--- config.mk ---
export PLATFORM = sky130hd
export DESIGN_NAME = pulse_width_code_transmitter_flat
export DESIGN_NICKNAME = d
export VERILOG_FILES = /design/src/pwct_pkg.sv /design/src/pwct_chan_if.sv /design/src/pwct_csr.sv /design/src/pwct_seq.sv /design/src/pulse_width_code_transmitter.sv /design/src/flat_wrapper.sv
export SDC_FILE = /design/constraint.sdc
export NUM_CORES = 1
export LEC_CHECK = 0
export ABC_AREA = 1
export BUFFER_PORTS_ARGS = -buffer_cell sky130_fd_sc_hd__buf_2
export CAP_MARGIN = 20
export CORE_UTILIZATION = 60
export CTS_CLUSTER_SIZE = 12
export DETAILED_ROUTE_END_ITERATION = 10
export PLACE_DENSITY = 0.92
export SLEW_MARGIN = 20
export SYNTH_ARGS = -nofsm -noshare
export SYNTH_HDL_FRONTEND = slang
export SYNTH_SLANG_ARGS = --single-unit
export TNS_END_PERCENT = 20
--- constraint.sdc ---
create_clock -name clock -period 4.2 [get_ports clock]
set_input_delay 0.84 -clock clock [delete_from_list [all_inputs] [get_ports clock]]
set_output_delay 0.84 -clock clock [all_outputs]
set_load 0.02 [all_outputs]
--- src/pwct_pkg.sv ---
`timescale 1ns / 1ps

package pwct_pkg;

   // fixed field widths
   localparam int CODE_W     = 64;
   localparam int COUNT_W    = 7;
   localparam int REPEAT_W   = 8;
   localparam int TICK_W     = 16;
   localparam int CSR_IDX_W  = 3;
   localparam int CSR_DATA_W = 16;

   // register indexes
   localparam logic [CSR_IDX_W-1:0] CSR_REPEAT_COUNT = 3'd0;
   localparam logic [CSR_IDX_W-1:0] CSR_HEADER_TICKS = 3'd1;
   localparam logic [CSR_IDX_W-1:0] CSR_SHORT_TICKS  = 3'd2;
   localparam logic [CSR_IDX_W-1:0] CSR_LONG_TICKS   = 3'd3;
   localparam logic [CSR_IDX_W-1:0] CSR_GAP_TICKS    = 3'd4;

   // register defaults
   localparam logic [REPEAT_W-1:0] RESET_REPEAT_COUNT = 8'd1;
   localparam logic [TICK_W-1:0]   RESET_HEADER_TICKS = 16'd6437;
   localparam logic [TICK_W-1:0]   RESET_SHORT_TICKS  = 16'd350;
   localparam logic [TICK_W-1:0]   RESET_LONG_TICKS   = 16'd700;
   localparam logic [TICK_W-1:0]   RESET_GAP_TICKS    = 16'd30000;

   // command codes
   localparam logic CMD_TICK  = 1'b0;
   localparam logic CMD_START = 1'b1;

   // sequencer phases
   localparam logic [1:0] PH_IDLE   = 2'd0;
   localparam logic [1:0] PH_HEADER = 2'd1;
   localparam logic [1:0] PH_BITS   = 2'd2;
   localparam logic [1:0] PH_GAP    = 2'd3;

   typedef struct packed {
      logic              cmd;
      logic [CODE_W-1:0] code_value;
      logic [COUNT_W-1:0] bit_count;
   } req_payload_type;

   typedef struct packed {
      logic line_level;
      logic busy_res;
      logic rejected;
   } rsp_payload_type;

   typedef struct packed {
      logic [REPEAT_W-1:0] repeat_count;
      logic [TICK_W-1:0]   header_ticks;
      logic [TICK_W-1:0]   short_ticks;
      logic [TICK_W-1:0]   long_ticks;
      logic [TICK_W-1:0]   gap_ticks;
   } cfg_type;

endpackage

--- src/pwct_chan_if.sv ---
`timescale 1ns / 1ps

interface pwct_chan_if
   import pwct_pkg::*;
#(
   parameter type payload_type = logic
) ();
   logic        valid;
   logic        ready;
   payload_type payload;

   modport source (output valid, output payload, input ready);
   modport sink (input valid, input payload, output ready);
endinterface

--- src/pwct_csr.sv ---
`timescale 1ns / 1ps

module pwct_csr
   import pwct_pkg::*;
(
   input  logic                  clock,
   input  logic                  reset,
   input  logic                  csr_we,
   input  logic [CSR_IDX_W-1:0]  csr_index,
   input  logic [CSR_DATA_W-1:0] csr_wdata,
   output cfg_type               cfg
);

   cfg_type cfg_ff;
   cfg_type cfg_in;

   // write decode, unknown indexes dropped
   always_comb begin
      cfg_in = cfg_ff;
      if (csr_we) begin
         case (csr_index)
            CSR_REPEAT_COUNT: cfg_in.repeat_count = csr_wdata[REPEAT_W-1:0];
            CSR_HEADER_TICKS: cfg_in.header_ticks = csr_wdata[TICK_W-1:0];
            CSR_SHORT_TICKS:  cfg_in.short_ticks  = csr_wdata[TICK_W-1:0];
            CSR_LONG_TICKS:   cfg_in.long_ticks   = csr_wdata[TICK_W-1:0];
            CSR_GAP_TICKS:    cfg_in.gap_ticks    = csr_wdata[TICK_W-1:0];
            default:          cfg_in = cfg_ff;
         endcase
      end
   end

   always_ff @(posedge clock) begin
      if (reset) begin
         cfg_ff.repeat_count <= RESET_REPEAT_COUNT;
         cfg_ff.header_ticks <= RESET_HEADER_TICKS;
         cfg_ff.short_ticks  <= RESET_SHORT_TICKS;
         cfg_ff.long_ticks   <= RESET_LONG_TICKS;
         cfg_ff.gap_ticks    <= RESET_GAP_TICKS;
      end else begin
         cfg_ff <= cfg_in;
      end
   end

   assign cfg = cfg_ff;

endmodule

--- src/pwct_seq.sv ---
`timescale 1ns / 1ps

module pwct_seq
   import pwct_pkg::*;
#(
   parameter int CODE_BITS  = 64,
   parameter int TIMER_BITS = 16
) (
   input  logic            clock,
   input  logic            reset,
   input  logic            step,
   input  req_payload_type item,
   input  cfg_type         cfg,
   output rsp_payload_type result
);

   localparam int CNT_W   = $clog2(CODE_BITS + 1);
   localparam int IDX_W   = $clog2(CODE_BITS);
   localparam int PAD_W   = 1 << IDX_W;
   localparam int LOAD_W  = (TIMER_BITS > TICK_W) ? TIMER_BITS : TICK_W;
   localparam logic [LOAD_W-1:0] TIMER_MAX = LOAD_W'((64'd1 << TIMER_BITS) - 64'd1);

   logic [1:0]            phase_ff, phase_in;
   logic [TIMER_BITS-1:0] time_left_ff, time_left_in;
   logic [CNT_W-1:0]      bit_index_ff, bit_index_in;
   logic [REPEAT_W-1:0]   repeats_left_ff, repeats_left_in;
   logic [CODE_BITS-1:0]  code_store_ff, code_store_in;
   logic [CNT_W-1:0]      stored_count_ff, stored_count_in;
   logic                  level_ff, level_in;
   logic                  rej;

   logic [PAD_W-1:0]      code_pad;
   logic [CNT_W-1:0]      bits_left;
   logic [CNT_W-1:0]      sel_pos;
   logic                  sel_bit;
   logic [TICK_W-1:0]     seg_ticks;

   // segment length saturated to the timer
   function automatic logic [TIMER_BITS-1:0] sat_load(input logic [TICK_W-1:0] v);
      logic [LOAD_W-1:0] ext;
      ext = LOAD_W'(v);
      if (ext > TIMER_MAX) begin
         sat_load = TIMER_MAX[TIMER_BITS-1:0];
      end else begin
         sat_load = ext[TIMER_BITS-1:0];
      end
   endfunction

   // bit that the next bit segment sends
   assign code_pad  = PAD_W'(code_store_ff);
   assign bits_left = bit_index_ff - CNT_W'(1);
   assign sel_pos   = (phase_ff == PH_HEADER) ? stored_count_ff - CNT_W'(1)
                                              : bits_left - CNT_W'(1);
   assign sel_bit   = code_pad[sel_pos[IDX_W-1:0]];
   assign seg_ticks = sel_bit ? cfg.long_ticks : cfg.short_ticks;

   // next state for one request
   always_comb begin
      phase_in        = phase_ff;
      time_left_in    = time_left_ff;
      bit_index_in    = bit_index_ff;
      repeats_left_in = repeats_left_ff;
      code_store_in   = code_store_ff;
      stored_count_in = stored_count_ff;
      level_in        = level_ff;
      rej             = 1'b0;
      if (item.cmd == CMD_START) begin
         if (phase_ff != PH_IDLE) begin
            rej = 1'b1;
         end else if (cfg.repeat_count != '0) begin
            code_store_in   = item.code_value[CODE_BITS-1:0];
            stored_count_in = (item.bit_count > COUNT_W'(CODE_BITS)) ? CNT_W'(CODE_BITS)
                                                                     : CNT_W'(item.bit_count);
            repeats_left_in = cfg.repeat_count;
            bit_index_in    = '0;
            phase_in        = PH_HEADER;
            level_in        = 1'b1;
            time_left_in    = sat_load(cfg.header_ticks);
         end
      end else if (phase_ff != PH_IDLE) begin
         if (time_left_ff > TIMER_BITS'(1)) begin
            time_left_in = time_left_ff - TIMER_BITS'(1);
         end else begin
            case (phase_ff)
               PH_HEADER: begin
                  if (stored_count_ff == '0) begin
                     phase_in     = PH_GAP;
                     level_in     = 1'b0;
                     time_left_in = sat_load(cfg.gap_ticks);
                  end else begin
                     phase_in     = PH_BITS;
                     bit_index_in = stored_count_ff;
                     level_in     = 1'b0;
                     time_left_in = sat_load(seg_ticks);
                  end
               end
               PH_BITS: begin
                  bit_index_in = bits_left;
                  if (bits_left == '0) begin
                     phase_in     = PH_GAP;
                     level_in     = 1'b0;
                     time_left_in = sat_load(cfg.gap_ticks);
                  end else begin
                     level_in     = ~level_ff;
                     time_left_in = sat_load(seg_ticks);
                  end
               end
               PH_GAP: begin
                  repeats_left_in = repeats_left_ff - REPEAT_W'(1);
                  if (repeats_left_in == '0) begin
                     phase_in     = PH_IDLE;
                     level_in     = 1'b0;
                     time_left_in = '0;
                     bit_index_in = '0;
                  end else begin
                     phase_in     = PH_HEADER;
                     level_in     = 1'b1;
                     time_left_in = sat_load(cfg.header_ticks);
                  end
               end
               default: begin
                  phase_in = phase_ff;
               end
            endcase
         end
      end
   end

   // sequencer state
   always_ff @(posedge clock) begin
      if (reset) begin
         phase_ff        <= PH_IDLE;
         time_left_ff    <= '0;
         bit_index_ff    <= '0;
         repeats_left_ff <= '0;
         code_store_ff   <= '0;
         stored_count_ff <= '0;
         level_ff        <= 1'b0;
      end else if (step) begin
         phase_ff        <= phase_in;
         time_left_ff    <= time_left_in;
         bit_index_ff    <= bit_index_in;
         repeats_left_ff <= repeats_left_in;
         code_store_ff   <= code_store_in;
         stored_count_ff <= stored_count_in;
         level_ff        <= level_in;
      end
   end

   // answer for this request
   assign result.line_level = level_in;
   assign result.busy_res   = (phase_in != PH_IDLE);
   assign result.rejected   = rej;

   // line is low whenever nothing is being sent
   a_idle_low: assert property (@(posedge clock) disable iff (reset)
      phase_ff == PH_IDLE |-> !level_ff)
      else $error("line high while idle");

   // header always drives the line high
   a_header_high: assert property (@(posedge clock) disable iff (reset)
      phase_ff == PH_HEADER |-> level_ff)
      else $error("line low during header");

   // bit counter stays within the loaded code
   a_bit_range: assert property (@(posedge clock) disable iff (reset)
      phase_ff == PH_BITS |-> (bit_index_ff != '0) && (bit_index_ff <= stored_count_ff))
      else $error("bit index out of range");

   // a rejected start never disturbs a running frame
   a_reject_busy: assert property (@(posedge clock) disable iff (reset)
      step && rej |=> (phase_ff == $past(phase_ff)) && (time_left_ff == $past(time_left_ff)))
      else $error("rejected start changed state");

endmodule

--- src/pulse_width_code_transmitter.sv ---
`timescale 1ns / 1ps
// path: an accepted request is held in the input register, its result in the
//   result register; a result that is not taken holds back the input register
// throughput: one request per cycle unless the output stalls; single-pass update
// reset: synchronous, active high; registers return to their defaults,
//   line low and idle, both pipeline stages empty

module pulse_width_code_transmitter
   import pwct_pkg::*;
#(
   parameter int CODE_BITS  = 64,
   parameter int TIMER_BITS = 16
) (
   input  logic                  clock,
   input  logic                  reset,
   pwct_chan_if.sink             req_chan,
   pwct_chan_if.source           rsp_chan,
   input  logic                  csr_we,
   input  logic [CSR_IDX_W-1:0]  csr_index,
   input  logic [CSR_DATA_W-1:0] csr_wdata
);

   cfg_type         cfg;
   logic            s1_valid_ff, s1_valid_in;
   req_payload_type s1_item_ff;
   logic            rsp_valid_ff, rsp_valid_in;
   rsp_payload_type rsp_item_ff;
   rsp_payload_type seq_result;
   logic            advance;
   logic            req_take;

   pwct_csr u_csr (
      .clock     (clock),
      .reset     (reset),
      .csr_we    (csr_we),
      .csr_index (csr_index),
      .csr_wdata (csr_wdata),
      .cfg       (cfg)
   );

   pwct_seq #(
      .CODE_BITS  (CODE_BITS),
      .TIMER_BITS (TIMER_BITS)
   ) u_seq (
      .clock  (clock),
      .reset  (reset),
      .step   (advance),
      .item   (s1_item_ff),
      .cfg    (cfg),
      .result (seq_result)
   );

   // pipeline flow control
   assign advance        = s1_valid_ff && (!rsp_valid_ff || rsp_chan.ready);
   assign req_chan.ready = !s1_valid_ff || advance;
   assign req_take       = req_chan.valid && req_chan.ready;

   always_comb begin
      s1_valid_in = s1_valid_ff;
      if (req_take) begin
         s1_valid_in = 1'b1;
      end else if (advance) begin
         s1_valid_in = 1'b0;
      end
      rsp_valid_in = rsp_valid_ff;
      if (advance) begin
         rsp_valid_in = 1'b1;
      end else if (rsp_chan.ready) begin
         rsp_valid_in = 1'b0;
      end
   end

   // valid bits
   always_ff @(posedge clock) begin
      if (reset) begin
         s1_valid_ff  <= 1'b0;
         rsp_valid_ff <= 1'b0;
      end else begin
         s1_valid_ff  <= s1_valid_in;
         rsp_valid_ff <= rsp_valid_in;
      end
   end

   // payload registers
   always_ff @(posedge clock) begin
      if (req_take) begin
         s1_item_ff <= req_chan.payload;
      end
      if (advance) begin
         rsp_item_ff <= seq_result;
      end
   end

   assign rsp_chan.valid   = rsp_valid_ff;
   assign rsp_chan.payload = rsp_item_ff;

endmodule

--- src/flat_wrapper.sv ---
// flat-port wrapper written by rule: the top's interface ports become plain ports
module pulse_width_code_transmitter_flat import pwct_pkg::*;
#(
   parameter int CODE_BITS  = 64,
   parameter int TIMER_BITS = 16
)
  (clock, reset, csr_we, csr_index, csr_wdata, req_chan_valid, req_chan_payload, req_chan_ready, rsp_chan_valid, rsp_chan_payload, rsp_chan_ready);
  pwct_chan_if #(.payload_type(req_payload_type)) req_chan_i ();
  pwct_chan_if #(.payload_type(rsp_payload_type)) rsp_chan_i ();
  input  logic clock;
  input  logic reset;
  input  logic csr_we;
  input  logic [CSR_IDX_W-1:0] csr_index;
  input  logic [CSR_DATA_W-1:0] csr_wdata;
  input wire logic [$bits(req_chan_i.valid)-1:0] req_chan_valid;
  input wire logic [$bits(req_chan_i.payload)-1:0] req_chan_payload;
  output wire logic [$bits(req_chan_i.ready)-1:0] req_chan_ready;
  output wire logic [$bits(rsp_chan_i.valid)-1:0] rsp_chan_valid;
  output wire logic [$bits(rsp_chan_i.payload)-1:0] rsp_chan_payload;
  input wire logic [$bits(rsp_chan_i.ready)-1:0] rsp_chan_ready;
  assign req_chan_i.valid = req_chan_valid;
  assign req_chan_i.payload = req_chan_payload;
  assign req_chan_ready = req_chan_i.ready;
  assign rsp_chan_valid = rsp_chan_i.valid;
  assign rsp_chan_payload = rsp_chan_i.payload;
  assign rsp_chan_i.ready = rsp_chan_ready;
  pulse_width_code_transmitter #(.CODE_BITS(CODE_BITS), .TIMER_BITS(TIMER_BITS)) u_core (.clock(clock), .reset(reset), .req_chan(req_chan_i), .rsp_chan(rsp_chan_i), .csr_we(csr_we), .csr_index(csr_index), .csr_wdata(csr_wdata));
endmodule
* After elaboration in Yosys (flattened, before gate mapping)
Cells that the tools add are included.
** Cells by class
- Add/sub/neg operators :: 5
- Multipliers :: 0
- Divide/modulo/power cells :: 0
- Magnitude comparators :: 6
- Equality and inequality tests :: 11
- Shift operators :: 0
- Mux-type cells :: 53
- Bitwise operators :: 2
- Reduce and logical (&&, ||, !) cells :: 29
** Operator list (count)
- 16-bit two-way mux :: 12
- 7-bit two-way mux :: 8
- 16-bit > comparator, second input constant :: 3
- 8-bit two-way mux :: 6
- 16-bit case mux with 3 select lines :: 1
- 7-bit case mux with 3 select lines :: 1
- 16-bit by 1-bit > comparator with 1-bit output, second input constant :: 1
- 16-bit by 1-bit subtractor with 16-bit output, second input constant :: 1
- 1-bit two-way mux :: 15
- 7-bit logical NOT :: 2
- 2-bit nonzero test :: 7
- 2-bit two-way mux :: 6
- 6-bit by 1-bit subtractor with 6-bit output, second input constant :: 2
- 2-bit AND reduction :: 5
- 8-bit logical NOT :: 1
- 8-bit AND reduction :: 1
- 8-bit nonzero test :: 1
- 8-bit by 1-bit subtractor with 8-bit output, second input constant :: 1
- 7-bit > comparator, second input constant :: 1
- 6-bit by 7-bit less-than comparator with 1-bit output, second input constant :: 1
- 7-bit by 1-bit subtractor with 7-bit output, second input constant :: 1
- 1-bit binary-select mux with 6-bit select :: 1
- 3-bit by 2-bit equality test with 1-bit output, second input constant :: 2
- 6-bit two-way mux :: 1
- other kinds (19) :: 25
** Word-level totals
- Register bits after elaboration :: 254
- Bits in latches :: 0
- RAM bits :: 0
- ROM bits :: 0
- Input bits :: 96
- Word-level logic and storage cells :: 126
- Memories kept :: 0

* Logic depth before layout (Yosys ltp)
- Depth in word-level cells :: 13
- Gate-level depth with buffers :: 28

* Modules after synthesis
A second synthesis with hierarchy kept.
** Unflattened totals
- Cells, all modules :: 1629
- Area, all modules :: 12140.4 µm²
** Modules (own cells, without submodules)
- pwct_seq :: times used 1, cells each 1146, area each 6984.2 µm², seq. area each 2102.0 µm²
- pwct_csr :: times used 1, cells each 396, area each 2812.7 µm², seq. area each 1441.4 µm²
- pulse_width_code_transmitter :: times used 1, cells each 87, area each 2343.5 µm², seq. area each 2292.2 µm²

* Worst setup path after synthesis
Ideal clock, no wire load.
- Kind :: reg2reg
- Start point :: register u_core.u_seq.phase_ff[1]
- End point :: register u_core.u_seq.time_left_ff[9]
- Library setup time :: 0.132 ns
- Arrival :: 3.227 ns
- Required time :: 4.068 ns
- Slack :: 0.841 ns
- Stages on the path, launching flop included :: 29
- Path buffers :: 6
- Period minus slack after synthesis :: 3.359 ns
- Cell sequence :: dfxtp_1 inv_1 ha_1 inv_2 buf_6 nand2_1 nand2_1 buf_4 buf_6 ha_1 buf_2 inv_1 clkbuf_1 nand3_1 nand2_1 nand2_1 nand3_1 nand3_1 nand3_4 nand2_4 buf_6 nand2_1 nand3_1 a21oi_1 nand2_1 nand2_1 nand2_1 nand2_1 a21oi_1
** Between the ends
- Cells in the longest elaborated chain, start to end :: 12
- Elaborated cells on any way between the ends :: 21
** Ends and longest elaborated chain
- start: declaration :: RTL line pwct_seq.sv:23 : logic [1:0] phase_ff, phase_in;
- start signal: assignment :: RTL line pwct_seq.sv:140 : phase_ff <= phase_in;
- 2-bit by 1-bit equality test with 1-bit output :: RTL line pwct_seq.sv:52, pwct_seq.sv:84
- 6-bit two-way mux :: RTL line pwct_seq.sv:52 : assign sel_pos = (phase_ff == PH_HEADER) ? stored_count_ff - CNT_W'(1)
- 1-bit binary-select mux with 6-bit select :: RTL line pwct_seq.sv:54 : assign sel_bit = code_pad[sel_pos[IDX_W-1:0]];
- 1-bit two-way mux (implied by the code) :: RTL line pwct_seq.sv:54
- 16-bit two-way mux :: RTL line pwct_seq.sv:55 : assign seg_ticks = sel_bit ? cfg.long_ticks : cfg.short_ticks;
- 16-bit > comparator :: RTL line pwct_seq.sv:42 : if (ext > TIMER_MAX) begin
- 16-bit two-way mux :: RTL line pwct_seq.sv:42
- 16-bit two-way mux (on tied branches) :: RTL line pwct_seq.sv:99, pwct_seq.sv:86
- 16-bit case mux with 3 select lines :: RTL line pwct_seq.sv:84 : case (phase_ff)
- 16-bit two-way mux :: RTL line pwct_seq.sv:81 : if (time_left_ff > TIMER_BITS'(1)) begin
- 16-bit two-way mux :: RTL line pwct_seq.sv:80 : end else if (phase_ff != PH_IDLE) begin
- 16-bit two-way mux :: RTL line pwct_seq.sv:67 : if (item.cmd == CMD_START) begin
- end signal: assignment :: RTL line pwct_seq.sv:141 : time_left_ff <= time_left_in;
- end: declaration :: RTL line pwct_seq.sv:24 : logic [TIMER_BITS-1:0] time_left_ff, time_left_in;
Parallel ways exist; a longest one is shown, timed or not. The select of a mux whose other input is x is not followed.
A chain may end at the register's enable or synchronous reset.

* Final worst setup path
- Start point :: register u_core.u_seq.phase_ff[1]
- End point :: register u_core.u_seq.time_left_ff[2]
Same word-level chain as after synthesis.

==> reports/summary.txt <==
Synth Area in Adders: 1.18%
Status: complete, no violations
Fmax: 266 MHz
DRC Markers: 0
Crit share post-route: 89.4%
Worst setup SP type: flip-flop
Row cnt: 50
Chip Height: 141 um
Slew Viols, Final: 0
Max capacitance violation total: 0
Gate Count Post-Synth: 1533
Syn_nets: 1640
Combinational power share: 20.8%
Avg Vias per Cell: 5.81
Library cells used by synthesis: 44
Slew HR: 30.2%
Fraction of layout cells with a size suffix above 1: 11.4%
Worst-Margin Slew: 1050 ps
Commonest cells after routing, fill and taps aside: nand2_1 (345), nor2_1 (242), dfxtp_1 (179), o21ai_0 (155), nand3_1 (128)
Overall routed net length: 30.3 mm
Synth Area in XOR/XNOR: 1.35%
# nets final: 1710
Hold Crit Endpoint: u_core.u_seq.code_pad[9]$_SDFFE_PP0P_
CTS root buf: clkbuf_16
Mapped Area: 11600 sq um
HP Class: flip-flop to flip-flop
Post-CTS setup buffers: 0
Core ar.: 18900 sq um
Pwr Total: 6.25 mW
Clock share of power: 35.6%
Final min period: 3760 ps
Final ANT Viol Nets: 0
#FFs+latches synth: 254
GP Congestion: 0.933
Crit. End Element: flip-flop
Resize count post-CTS: 0
P_int: 4.34 mW
Clock latency on the worst-skew pair: 550 ps
Area grow syn2layout: 12.7%
Synth Area in Compound Gates: 14.4%
WP data arrival: 4220 ps
Skew final: 14.4 ps
Mux share of post-synthesis cell area: 0%
R2r setup slk: 440 ps
Sink count of the clock tree: 254
Hold_buf cts: 0
Global Route Usage Sum: 30.7%
Fin. Hold Viols: 0
Final TNS setup: 0 ps
Detailed Route Iter0 Violations: 1176
Routed len/inst: 16.1 um
Share of power burned in registers: 43.6%
Initial Util: 61.6%
Hold Path Stages: 2
Peak supply drop: 0.532 mV
Die width: 141 um
Initial antenna violation count: 1
Via Count: 11000
Sw Share: 30.6%
Critical path type: flip-flop to flip-flop
Die area: 20000 sq um
H-tree Lvls: 1
Cell Pwr Density: 476 nW/um^2
Required time of the critical path: 4670 ps
Psw: 1.91 mW
Largest family of logic cells by synthesized area: simple AND/OR/NAND/NOR gates
First-pass GRT wire length: 49.6 mm
Commonest non-fill, non-tap cell in the layout: nand2_1
Sequential area share after synthesis: 50.1%
R2r endpoint: u_core.u_seq.time_left_ff[2]$_SDFFE_PP0P_
Router iterations before antenna repair: 6
DP HPWL: 19.8 mm
GRT overflow: 0
Worst r2r path cells: 22
CTS tree: yes
Pin count of the biggest net entering global routing: 73
Simple-gate share of the synthesized area: 26.5%
Clk slew on worst S/H paths: 60 ps
Reg2reg start: u_core.u_seq.phase_ff[1]$_SDFFE_PP0P_
Bufs on Longest Clock Path: 3
Max FO, Critical Path: 17
Unrepaired setup endpoints after global routing: false
Final setup viols: 0
Hold wc startpoint: u_core.u_seq.code_pad[9]$_SDFFE_PP0P_
Avg Inst Size Synth: 7.60 sq um
I/O pin cnt: 101
PortBufs: 100
Leakage: 5.73 nW
Vias in the first global route: 10600
Cts bufs inserted: 27
Synth Warn #: 0
==> cell families (layout without fill, tap and decap cells) <==
logic type	count (synthesis)	count (layout)
simple gates	747	747
compound gates	316	316
other cells	0	1
xor+xnor	18	18
fa+ha+maj	11	11
flops	254	254
buf+inv	187	277
==> power by group through the flow <==
stage / Sequential [mW] / Combinational (mW) / Clock, mW
floorplan: 2.75 / 0.946 / 0
global placement: 2.76 / 1.20 / 0
detailed placement: 2.77 / 1.24 / 0
CTS: 2.72 / 1.26 / 2.24
global route: 2.73 / 1.44 / 2.33
finish: 2.72 / 1.30 / 2.23
==> final cells by class <==
type / count / area, sq um
fillers: 1421 / 5770
clock buffers: 42 / 772
clock inverters: 7 / 50.0
multi-input cells: 1092 / 5070
repair buffers: 120 / 663
well taps: 260 / 325
inverters: 108 / 409
diodes: 1 / 2.50
flip-flops and latches: 254 / 5840
==> worst max-delay path by stage <==
stage	cells past startpoint	startpoint	to
3_3_place_gp	22	u_core.u_seq.phase_ff[0]$_SDFFE_PP0P_	u_core.u_seq.time_left_ff[2]$_SDFFE_PP0P_
3_5_place_dp	23	u_core.u_seq.phase_ff[1]$_SDFFE_PP0P_	u_core.u_seq.time_left_ff[2]$_SDFFE_PP0P_
6_report	22	u_core.u_seq.phase_ff[1]$_SDFFE_PP0P_	u_core.u_seq.time_left_ff[2]$_SDFFE_PP0P_
4_1_cts	22	u_core.u_seq.phase_ff[1]$_SDFFE_PP0P_	u_core.u_seq.time_left_ff[2]$_SDFFE_PP0P_
5_1_grt	21	u_core.u_seq.phase_ff[0]$_SDFFE_PP0P_	u_core.u_seq.time_left_ff[7]$_SDFFE_PP0P_
2_1_floorplan	28	u_core.u_seq.phase_ff[1]$_SDFFE_PP0P_	u_core.u_seq.time_left_ff[9]$_SDFFE_PP0P_
==> through the flow <==
step / area (sq um) / std cells / util [%] / setup slack, ps / hold slack (ps)
2_1_floorplan: 11600 / 1533 / - / 841 / 429
3_3_place_gp: 12300 / 1834 / 65.1 / 715 / 442
3_5_place_dp: 12300 / 1834 / 65.1 / 474 / 449
4_1_cts: 13100 / 1883 / 69.4 / 359 / 451
5_1_grt: 13100 / 1884 / 69.5 / 110 / 451
6_report: 13100 / 1884 / 69.5 / 443 / 456
==> synthesized netlist by cell type (all sizes together) <==
library cell	instances	area [sq um]
o41ai	1	8.76
nand3b	1	7.51
a22oi	4	30.0
o21ai	156	781
nor3	5	25.0
nor4	4	25.0
o31ai	3	22.5
a32o	1	10.0
nor3b	1	7.51
edfxtp	75	2250
inv	104	390
o311ai	2	17.5
a21boi	1	7.51
nand2	353	1360
buf	13	101
a31oi	3	18.8
xnor2	8	70.1
xor2	10	87.6
nand4	5	31.3
o32ai	1	8.76
dfxtp	179	3580
o21bai	6	45.0
o211ai	8	60.1
ha	11	138
a21oi	126	638
a211oi	2	15.0
o21a	1	7.51
nor2	244	918
clkbuf	66	248
o211a	1	10.0
clkinv	4	15.0
nand3	132	696
or2	2	15.0
==> critical path, cell delays in order, from the launching register on <==
cell and delay [ps]:
dfxtp_1 340, inv_1 130, ha_2 350, inv_2 150, nand2_1 90, nand2_1 70, ha_1 340, clkinvlp_4 320
nand3_1 220, nand2_1 70, nand2_1 70, nand3_1 130, nand3_1 200, nand3_4 220, nand2_4 260, nand2_1 120
nand3_1 80, a21oi_1 60, nand2_1 140, nand2_1 60, nand2_1 50, nand2_1 50, a21oi_1 120
==> routing by layer <==
| metal | global-route usage, % | share of wire [%] |
|---|---|---|
| met5 | 0 | 0 |
| met2 | 52.6 | 48 |
| met1 | 37.0 | 38 |
| met3 | 4.35 | 8.3 |
| met4 | 17.8 | 5.3 |
==> state kept, by name, indices dropped and copies added (netlist names) <==
register / flops
u_core.rsp_chan.payload: 3
u_core.rsp_chan.valid: 1
u_core.s1_item_ff: 72
u_core.s1_valid_ff: 1
u_core.u_csr.cfg: 72
u_core.u_seq.bit_index_ff: 7
u_core.u_seq.code_pad: 64
u_core.u_seq.level_ff: 1
u_core.u_seq.phase_ff: 2
u_core.u_seq.repeats_left_ff: 8
u_core.u_seq.stored_count_ff: 7
u_core.u_seq.time_left_ff: 16
Power figures use the tool's default switching activity.
